--- config.mk ---
export PLATFORM = sky130hd
export DESIGN_NAME = calendar_date_add_days
export DESIGN_NICKNAME = d
export VERILOG_FILES = /design/src/sv/cdad_pkg.sv /design/src/sv/calendar_date_add_days.sv
export SDC_FILE = /design/constraint.sdc
export NUM_CORES = 1
export LEC_CHECK = 0
export ABC_AREA = 1
export BUFFER_PORTS_ARGS = -buffer_cell sky130_fd_sc_hd__buf_4
export CAP_MARGIN = 20
export CORE_MARGIN = 4
export CORE_UTILIZATION = 50
export DETAILED_ROUTE_END_ITERATION = 10
export PLACE_DENSITY_LB_ADDON = 0.3
export SYNTH_ARGS = -nofsm -noshare
export SYNTH_HDL_FRONTEND = slang
export SYNTH_SLANG_ARGS = --single-unit
--- constraint.sdc ---
create_clock -name clk -period 8.65 [get_ports clk]
set_input_delay 0.865 -clock clk [delete_from_list [all_inputs] [get_ports clk]]
set_output_delay 0.865 -clock clk [all_outputs]
set_load 0.05 [all_outputs]
--- src/sv/cdad_pkg.sv ---
package cdad_pkg;

  localparam logic [13:0] YEAR_MAX        = 14'd9999;
  localparam logic [3:0]  MONTHS_PER_YEAR = 4'd12;
  localparam logic [3:0]  MONTH_JAN       = 4'd1;
  localparam logic [3:0]  MONTH_FEB       = 4'd2;
  localparam logic signed [5:0] OFFSET_LIMIT = 6'sd28;

  // odd divisor check: y * inv(25) mod 2^14 lands in 0..655 exactly for multiples of 25
  localparam logic [13:0] DIV25_INV   = 14'd7209;
  localparam logic [13:0] DIV25_LIMIT = 14'd655;

  function automatic logic is_leap(input logic [13:0] year);
    logic [13:0] prod;
    logic        div25;
    logic        div16;
    begin
      prod  = year * DIV25_INV;
      div25 = (prod <= DIV25_LIMIT);
      div16 = (year[3:0] == 4'd0);
      // divisible by 4, and either not by 100 or also by 400
      is_leap = (year[1:0] == 2'd0) && (!div25 || div16);
    end
  endfunction

  function automatic logic [4:0] month_len(input logic [3:0] month, input logic leap);
    begin
      case (month) inside
        4'd4, 4'd6, 4'd9, 4'd11: month_len = 5'd30;
        MONTH_FEB:               month_len = leap ? 5'd29 : 5'd28;
        default:                 month_len = 5'd31;
      endcase
    end
  endfunction

endpackage

--- src/sv/calendar_date_add_days.sv ---
// Adds a signed day offset (clamped to -28..+28) to a Gregorian date and returns the shifted
// date, crossing at most one month or year boundary; years wrap between 0 and 9999 and raise
// year_wrapped, and an invalid month, day or year raises bad_input with the date passed
// through. Each transaction goes through an input register, one pass of date logic (leap
// test by a single 14-bit constant multiply) and a result register, and a new transaction
// is taken every cycle while the output side keeps up.
module calendar_date_add_days
  import cdad_pkg::*;
(
  input  logic              clk,
  input  logic              rst,
  input  logic              in_valid,
  output logic              in_stall,
  input  logic [4:0]        cur_day,
  input  logic [3:0]        cur_month,
  input  logic [13:0]       cur_year,
  input  logic signed [5:0] day_offset,
  output logic              out_valid,
  input  logic              out_stall,
  output logic [4:0]        new_day,
  output logic [3:0]        new_month,
  output logic [13:0]       new_year,
  output logic              year_wrapped,
  output logic              bad_input
);

  logic              s1_valid;
  logic [4:0]        s1_day;
  logic [3:0]        s1_month;
  logic [13:0]       s1_year;
  logic signed [5:0] s1_offset;

  logic s2_load;
  logic s1_load;

  assign s2_load  = s1_valid && (!out_valid || !out_stall);
  assign in_stall = s1_valid && !s2_load;
  assign s1_load  = in_valid && !in_stall;

  always_ff @(posedge clk) begin
    if (rst) begin
      s1_valid <= 1'b0;
    end else if (s1_load) begin
      s1_valid <= 1'b1;
    end else if (s2_load) begin
      s1_valid <= 1'b0;
    end
  end

  always_ff @(posedge clk) begin
    if (s1_load) begin
      s1_day    <= cur_day;
      s1_month  <= cur_month;
      s1_year   <= cur_year;
      s1_offset <= day_offset;
    end
  end

  // date logic
  logic signed [5:0] off_c;
  logic              leap;
  logic [3:0]        prev_month;
  logic [4:0]        len_cur;
  logic [4:0]        len_prev;
  logic              bad;
  logic signed [6:0] sum;
  logic [6:0]        sum_back;
  logic [6:0]        sum_fwd;
  logic [4:0]        day_next;
  logic [3:0]        month_next;
  logic [13:0]       year_next;
  logic              wrapped_next;

  always_comb begin
    if (s1_offset < -OFFSET_LIMIT) begin
      off_c = -OFFSET_LIMIT;
    end else if (s1_offset > OFFSET_LIMIT) begin
      off_c = OFFSET_LIMIT;
    end else begin
      off_c = s1_offset;
    end

    leap       = is_leap(s1_year);
    prev_month = (s1_month == MONTH_JAN) ? MONTHS_PER_YEAR : s1_month - 4'd1;
    len_cur    = month_len(s1_month, leap);
    len_prev   = month_len(prev_month, leap);

    bad = (s1_month == 4'd0) || (s1_month > MONTHS_PER_YEAR) || (s1_year > YEAR_MAX) ||
          (s1_day == 5'd0) || (s1_day > len_cur);

    sum      = $signed({2'b00, s1_day}) + $signed({off_c[5], off_c});
    sum_back = sum + {2'b00, len_prev};
    sum_fwd  = sum - {2'b00, len_cur};

    day_next     = s1_day;
    month_next   = s1_month;
    year_next    = s1_year;
    wrapped_next = 1'b0;

    if (!bad) begin
      if (off_c < 0) begin
        if (sum >= 7'sd1) begin
          day_next = sum[4:0];
        end else begin
          day_next   = sum_back[4:0];
          month_next = prev_month;
          if (s1_month == MONTH_JAN) begin
            if (s1_year == 14'd0) begin
              year_next    = YEAR_MAX;
              wrapped_next = 1'b1;
            end else begin
              year_next = s1_year - 14'd1;
            end
          end
        end
      end else begin
        if (sum <= $signed({2'b00, len_cur})) begin
          day_next = sum[4:0];
        end else begin
          day_next = sum_fwd[4:0];
          if (s1_month != MONTHS_PER_YEAR) begin
            month_next = s1_month + 4'd1;
          end else begin
            month_next = MONTH_JAN;
            if (s1_year >= YEAR_MAX) begin
              year_next    = 14'd0;
              wrapped_next = 1'b1;
            end else begin
              year_next = s1_year + 14'd1;
            end
          end
        end
      end
    end
  end

  always_ff @(posedge clk) begin
    if (rst) begin
      out_valid <= 1'b0;
    end else if (s2_load) begin
      out_valid <= 1'b1;
    end else if (!out_stall) begin
      out_valid <= 1'b0;
    end
  end

  always_ff @(posedge clk) begin
    if (s2_load) begin
      new_day      <= day_next;
      new_month    <= month_next;
      new_year     <= year_next;
      year_wrapped <= wrapped_next;
      bad_input    <= bad;
    end
  end

  a_bad_no_wrap: assert property (@(posedge clk) disable iff (rst)
    out_valid && bad_input |-> !year_wrapped)
    else $error("wrap flag raised on an invalid date");

  a_wrap_ends: assert property (@(posedge clk) disable iff (rst)
    out_valid && year_wrapped |->
      (new_year == 14'd0 && new_month == MONTH_JAN) ||
      (new_year == YEAR_MAX && new_month == MONTHS_PER_YEAR))
    else $error("year wrap landed on the wrong month or year");

  a_good_result: assert property (@(posedge clk) disable iff (rst)
    out_valid && !bad_input |->
      new_day != 5'd0 && new_month != 4'd0 && new_month <= MONTHS_PER_YEAR &&
      new_year <= YEAR_MAX)
    else $error("valid date produced an out of range result");

  a_stall_held: assert property (@(posedge clk) disable iff (rst)
    in_stall |-> s1_valid && out_valid && out_stall)
    else $error("input stalled with the pipeline free");

endmodule

==> results of run 1 <==
-- per-layer routing --
metal	vias up	track usage, %	share of wire [%]
met5	-	0	0
met4	0	5.576	1.5
met3	18	3.514	10
met2	301	31.33	40
met1	2593	36.12	48
li1	3028	-	-
-- logic make-up (layout without fill, tap and decap cells) --
kind of cell	after synthesis	after routing	share of synthesized area, %
adder cells (fa/ha/maj)	76	76	17.07
flip-flops	56	56	26.86
XOR/XNOR	15	15	2.245
buffers and inverters	152	184	10.01
AND/OR/NAND/NOR	577	577	38.94
AO/OA/AOI/OAI	52	52	4.875
-- placed cells by master, fill, tap and decap left out, drive strengths merged --
cell type	instances
nand2	390
xnor2	3
o22ai	1
nand4	28
or2	4
o211ai	3
a21o	1
ha	62
o31ai	1
nor3b	1
clkbuf	5
a21boi	2
o21bai	2
dfxtp	2
edfxtp	54
nand3	91
a2111oi	1
nor3	3
inv	111
nor2	58
a21oi	16
buf	64
a211oi	1
fa	14
xor2	12
nor4	1
clkinv	4
o21ai	24
nand3b	1
-- tightest hold or removal path, stage by stage (launching register included) --
cell and delay, ns:
dfxtp_1 0.30, inv_1 0.09, a21oi_1 0.07
-- cell type report --
type | count | share of cell area (%)
Clock buffer | 5 | 1.833
Clock inverter | 3 | 0.2750
Inverter | 112 | 6.159
Multi-Input combinational cell | 720 | 57.27
Sequential cell | 56 | 24.34
Tap cell | 168 | 3.080
Timing Repair Buffer | 64 | 7.039
-- worst paths after layout --
kind	startpoint	end	depth (start not counted)
worst max-delay path	s1_year[0]	new_year[1]	28
worst min-delay path	s1_valid	out_valid	2
worst max register to register	s1_year[0]	new_year[1]	28
worst min register to register	s1_valid	out_valid	2
-- sequential cells by signal, indices dropped and copies added, names as in the netlist --
name and flops:
year_wrapped 1, bad_input 1, s1_valid 1, new_year 14, out_valid 1, s1_month 4
new_day 5, s1_day 5, s1_offset 6, s1_year 14, new_month 4
-- per-stage QoR --
step	setup slack (ns)	utilization [%]
floorplan	3.498	-
global placement	2.584	55.39
detailed placement	2.472	55.39
CTS	2.423	56.59
global route	1.921	56.59
finish	2.435	56.59
-- where the power goes --
group	switching [mW]	leakage, nW	internal [mW]
registers	0.0250	0.537	0.323
logic	0.326	2.98	0.185
clock network	0.0938	0.0736	0.107
==> impl_metrics.tcl, run 1 <==
set metrics [dict create \
    tns_ns 0 \
    path_max_fanout 22 \
    cts.sinks 56 \
    critical_path_class "flop to flop" \
    hp-class "flop to flop" \
    worstSetupEndpointType "flop" \
    clk_path_buf_depth 2 \
    ff2ff_setup_slack_ns 2.44 \
    synth_seq_cells 56 \
    clk-insertion-delay-late_ns 0.30 \
    yosys.area.top_type "edfxtp_1" \
    grt_usage_pct 22.59 \
    design_area_sq_um 6825 \
    overflow 0 \
    power.density_nw_per_um2 155.1 \
    final.fill_count 1158 \
    final_cells 1128 \
    synth_ff_type "edfxtp_1" \
    ios 60 \
    drt_iter0_drc 566 \
    fin_nets 1068 \
    max_freq_ghz 0.1609 \
    clock_skew_ns 0.005983 \
    die_area_sq_um 14220 \
    placed_cell_area_sq_um 6681 \
    ir_drop_uv 109.0 \
    outcome "finished clean" \
    post_cts_resized 0 \
    critPathSlowestCell "edfxtp_1" \
    diodes 0 \
    crit_buf_inv 2 \
    critPathLaunchType "flop" \
    yosys_warnings 0 \
    worstPathRequired_ns 8.70 \
    yosysUniqueCellTypes 38 \
    io_buffers 59 \
    avgViaCountPerCell 5.266 \
    period_share_pct 71.85 \
    routed-via-count 5940 \
    maxSlewHeadroom_pct 29.68 \
    synth_top_area_share_pct 26.21 \
    hold_ws_ns 0.5011 \
    start_util_pct 51.29 \
    drt-pass1-iter-count 5 \
    cp_data_arrival_time_ns 6.27 \
    cts_tree "built" \
    root_buffer "clkbuf_16" \
    synth_area_sq_um 6186 \
    drive_gt1_share_pct 9.271 \
    cpPeakStageDelay_ns 0.72 \
    place_congestion 0.9475 \
    async_flop_share_pct 0 \
    yosysMostFrequentCell "nand2_1" \
    worst_slew_pin_slew_ns 1.054 \
    yosysSeqAreaShare_pct 26.86 \
    dp_cells 1120 \
    antenna_found_initial 0 \
    setup_viol 0 \
    dieHeight_um 119.2 \
    regArea_sq_um 1662 \
    die_w_um 119.2 \
    synth_cells 928 \
    max_cap_violations 0 \
    hold_buffers 0 \
    critPathMostFrequentCell "nand2_1" \
    finalHoldViolations 0 \
    postCtsSetupBuffers 0 \
    cp_top_family "adder cells" \
    htree_levels 2 \
    grt_setup_unrepaired "false" \
    multi_input_area_sq_um 3909 \
    fin_crit_ns 6.215 \
    areaGrowthSynthToFinish_pct 10.34 \
    synth.avg_cell_area_sq_um 6.666 \
    leakagePower_nw 3.588 \
    num_rows 40 \
    remaining_drc_errors 0 \
    drtAntennaViolNets 0 \
    synth_area_leaders "edfxtp_1, nand2_1, ha_1, nand3_1, inv_1" \
    grt_pass1_wl_um 26540 \
    hpwl_um 11840 \
    p_total_mw 1.059 \
    grt_pass1_vias 5238 \
    synthTopCellsByCount "nand2_1, inv_1, nand3_1" \
    synth-edff-count 54 \
    numCtsBuffers 5 \
    core_area_sq_um 12060 \
    synthesis.nets 1037 \
    slew_viol_final 0 \
    grt_max_degree 31 \
    wirelength_um 15780 \
    clkTransAtPathRegs_ns 0.07 \
    wl_per_cell_um 13.99 \
]
Power figures use the tool's default switching activity.
==> run 2: changes to the inputs <==
Settings changed: ABC_AREA 1 to 0.
Clock period 8.65 ns to 5.45 ns, I/O delays scaled along.
==> run 2 against run 1 <==
- the flow now finishes with violations (negative setup slack)
- via count down 17%
- core utilization up 10 points
- critical endpoint is now new_year[4]
- worst hold slack worse by 0.11 ns
- first-iteration DRC count down 40%
- die area down 14%
- sequential power up 51%
- highest routed layer unchanged
- register-to-register slack worse by 3.3 ns
- sequential share of layout area down 0.19 points
==> impl_metrics.tcl, run 2 <==
set metrics [dict create \
    outcome "complete, but fails checks" \
    violations "negative setup slack" \
    hp-class "primary input to flop" \
    start_util_pct 51.21 \
    ir_drop_uv 152.4 \
    worstSetupEndpointType "flop" \
    ff2ff_setup_slack_ns -0.83 \
    htree_levels 2 \
    synth-xor-area-share_pct 3.495 \
    final_cells 804 \
    synth-compound-area-share_pct 19.23 \
    grt_pass1_vias 4915 \
    power.density_nw_per_um2 246.5 \
    clk-insertion-delay-late_ns 0.32 \
    wirelength_um 15240 \
    fin_nets 776 \
    yosys.area_share.simple_pct 18.81 \
    path_max_fanout 4 \
    grtUsageMet3_pct 4.658 \
    hold_buffers 0 \
    intPower_mw 1.041 \
    core_area_sq_um 10280 \
    max_cap_violations 0 \
    drt_iter0_drc 341 \
    numCtsBuffers 5 \
    critPathMostFrequentCell "fa_1" \
    seq_power_share_pct 31.0 \
    cts.sinks 56 \
    synth_area_sq_um 5263 \
    switchingPower_uw 655.1 \
    grt_max_degree 30 \
    areaGrowthSynthToFinish_pct 30.74 \
    cts_tree "built" \
    grt_setup_unrepaired "true" \
    async_flop_share_pct 0 \
    fin_crit_ns 6.282 \
    placed_cell_area_sq_um 6245 \
    ios 60 \
    synth_top_family_by_area "adder cells" \
    crit_buf_inv 6 \
    synth-edff-count 54 \
    place_congestion 0.9887 \
    yosysUniqueCellTypes 84 \
    remaining_drc_errors 0 \
    period_share_pct 115.3 \
    root_buffer "clkbuf_8" \
    finalHoldViolations 0 \
    synth_seq_cells 56 \
    grt.busiest_layer "met2" \
    clk_path_buf_depth 2 \
    grt_usage_pct 24.09 \
    yosys.area.top_type "edfxtp_1" \
    dp_cells 778 \
    swShare_pct 38.63 \
    final_util_pct 66.95 \
    io_buffers 59 \
    synth_cells 551 \
    clock_skew_ns 0.01296 \
    cpPeakStageDelay_ns 0.54 \
    hpwl_um 11400 \
    critPathLaunchType "flop" \
    leakagePower_nw 2.868 \
    fin_ws_ns -0.8323 \
    worstPathRequired_ns 5.60 \
    p_total_mw 1.696 \
    cp_top_family "adder cells" \
    routed-via-count 4929 \
    yosysSeqAreaShare_pct 31.57 \
    clkTransAtPathRegs_ns 0.10 \
    worst_slew_pin_slew_ns 1.252 \
    critical_path_class "flop to flop" \
    p_comb_share_pct 54.6 \
    synthTopCellsByCount "ha_1, edfxtp_1, inv_1" \
    synth.avg_cell_area_sq_um 9.551 \
    drtAntennaViolNets 0 \
    antenna_found_initial 0 \
    diodes 0 \
    wl_per_cell_um 18.95 \
    die_w_um 110.6 \
    overflow 0 \
    post_synth_fa_ha_maj_area_fraction_pct 20.07 \
    tns_ns -16.22 \
    grtUsageMet2_pct 39.48 \
    synth_top_area_share_pct 30.81 \
    drt-pass1-iter-count 5 \
    grt_pass1_wl_um 24400 \
    die_area_sq_um 12230 \
    max_freq_ghz 0.1592 \
    yosysMostFrequentCell "ha_1" \
    p_clk_share_pct 14.4 \
    yosys_warnings 0 \
    design_area_sq_um 6880 \
    grtUsageMet1_pct 31.23 \
    maxSlewHeadroom_pct 16.05 \
    critPathSlowestCell "fa_1" \
    dieHeight_um 110.6 \
    num_rows 37 \
    synth_area_leaders "edfxtp_1, ha_1, fa_1, inv_1, xnor2_1" \
    drive_gt1_share_pct 32.19 \
    reg_top3 "new_year (14), s1_year (14), s1_offset (6)" \
    cp_cell_sequence "fa_1, ha_1, ha_1, inv_1, fa_1, fa_1, inv_2, ha_4, inv_4, buf_6, o211ai_1, o41ai_2, a2111oi_2, a21boi_2, o311a_1, ha_4, a2bb2oi_2, o211ai_1, buf_4, o41ai_2, buf_4, nand2_1, or4b_1, a32oi_1" \
    synthesis.nets 660 \
    final_cell_mix "buf_4, ha_1, edfxtp_1, inv_1, nor2_1" \
    synth_mux_area_share_pct 0.4042 \
    avgViaCountPerCell 6.131 \
    slew_viol_final 0 \
    cp_data_arrival_time_ns 6.43 \
    final_common_cell "buf_4" \
    setup_viol 25 \
    synth_ff_type "edfxtp_1" \
]
-- run 2: changes by cell type after synthesis, moves of 10 or more --
| cell | delta |
|---|---|
| buf_2 | -15 |
| nor3_1 | +10 |
| nor2_1 | -20 |
| xor2_1 | -10 |
| nand4_1 | -18 |
| xnor2_1 | +17 |
| clkbuf_1 | +10 |
| nand2_1 | -356 |
| nand3_1 | -68 |
| inv_1 | -55 |
-- run 2: what timing repair did --
| action | CTS | global route |
|---|---|---|
| pin swaps | 19 | 23 |
| setup endpoints to repair | 25 | 25 |
| buffers inserted | 9 | 12 |
| gates resized for setup | 37 | 44 |
-- run 2: per-layer routing --
| layer | part of all wire [%] | wire length [um] |
|---|---|---|
| met1 | 41 | 6231 |
| met2 | 47 | 7185 |
| met3 | 8.9 | 1357 |
| met4 | 3.0 | 462 |
| met5 | 0 | 0 |
-- run 2: kinds of logic after synthesis --
logic type / count (synthesis)
fa+ha+maj: 76
buf+inv: 85
xor+xnor: 21
simple gates: 176
mux: 2
compound gates: 135
flops: 56
-- run 2: final cells by class --
cell class                      count  area (sq um)
Clock buffer                        6         82.58
Clock inverter                      2         13.76
Fill cell                         798          3397
Inverter                           55         209.0
Multi-Input combinational cell    410          3610
Sequential cell                    56          1662
Tap cell                          136         170.2
Timing Repair Buffer              139          1134
-- run 2: per-stage QoR --
step | hold WS [ns] | worst slack, ns
final | 0.3869 | -0.8323
after CTS | 0.3798 | -0.6494
after global routing | 0.3683 | -1.036
after global placement | 0.4587 | -0.7762
after floorplan | 0.4444 | -0.5851
after detailed placement | 0.5008 | -1.037
-- run 2: final timing paths --
kind	start	end	cells past startpoint
setup / recovery	s1_year[0]	new_year[4]	24
hold / removal	rst	out_valid	2
setup reg to reg	s1_year[0]	new_year[4]	24
hold reg to reg	s1_valid	out_valid	2
-- run 2: worst reg2reg max path, delay by kind of cell, from the launching register on --
| family | cells | cell delay (ns) |
|---|---|---|
| and+or+nand+nor | 2 | 0.56 |
| AOI/OAI and AO/OA | 9 | 1.85 |
| adders and majority gates | 7 | 2.57 |
| DFF | 1 | 0.48 |
| buffers and inverters | 6 | 0.68 |
-- run 2: power groups by stage --
stage	Clock [mW]	Sequential (mW)	Combinational [mW]
2_1_floorplan	0	0.577	0.468
3_5_place_dp	0	0.535	0.782
4_1_cts	0.249	0.525	0.838
6_report	0.245	0.525	0.925
3_3_place_gp	0	0.533	0.757
5_1_grt	0.270	0.529	1.01
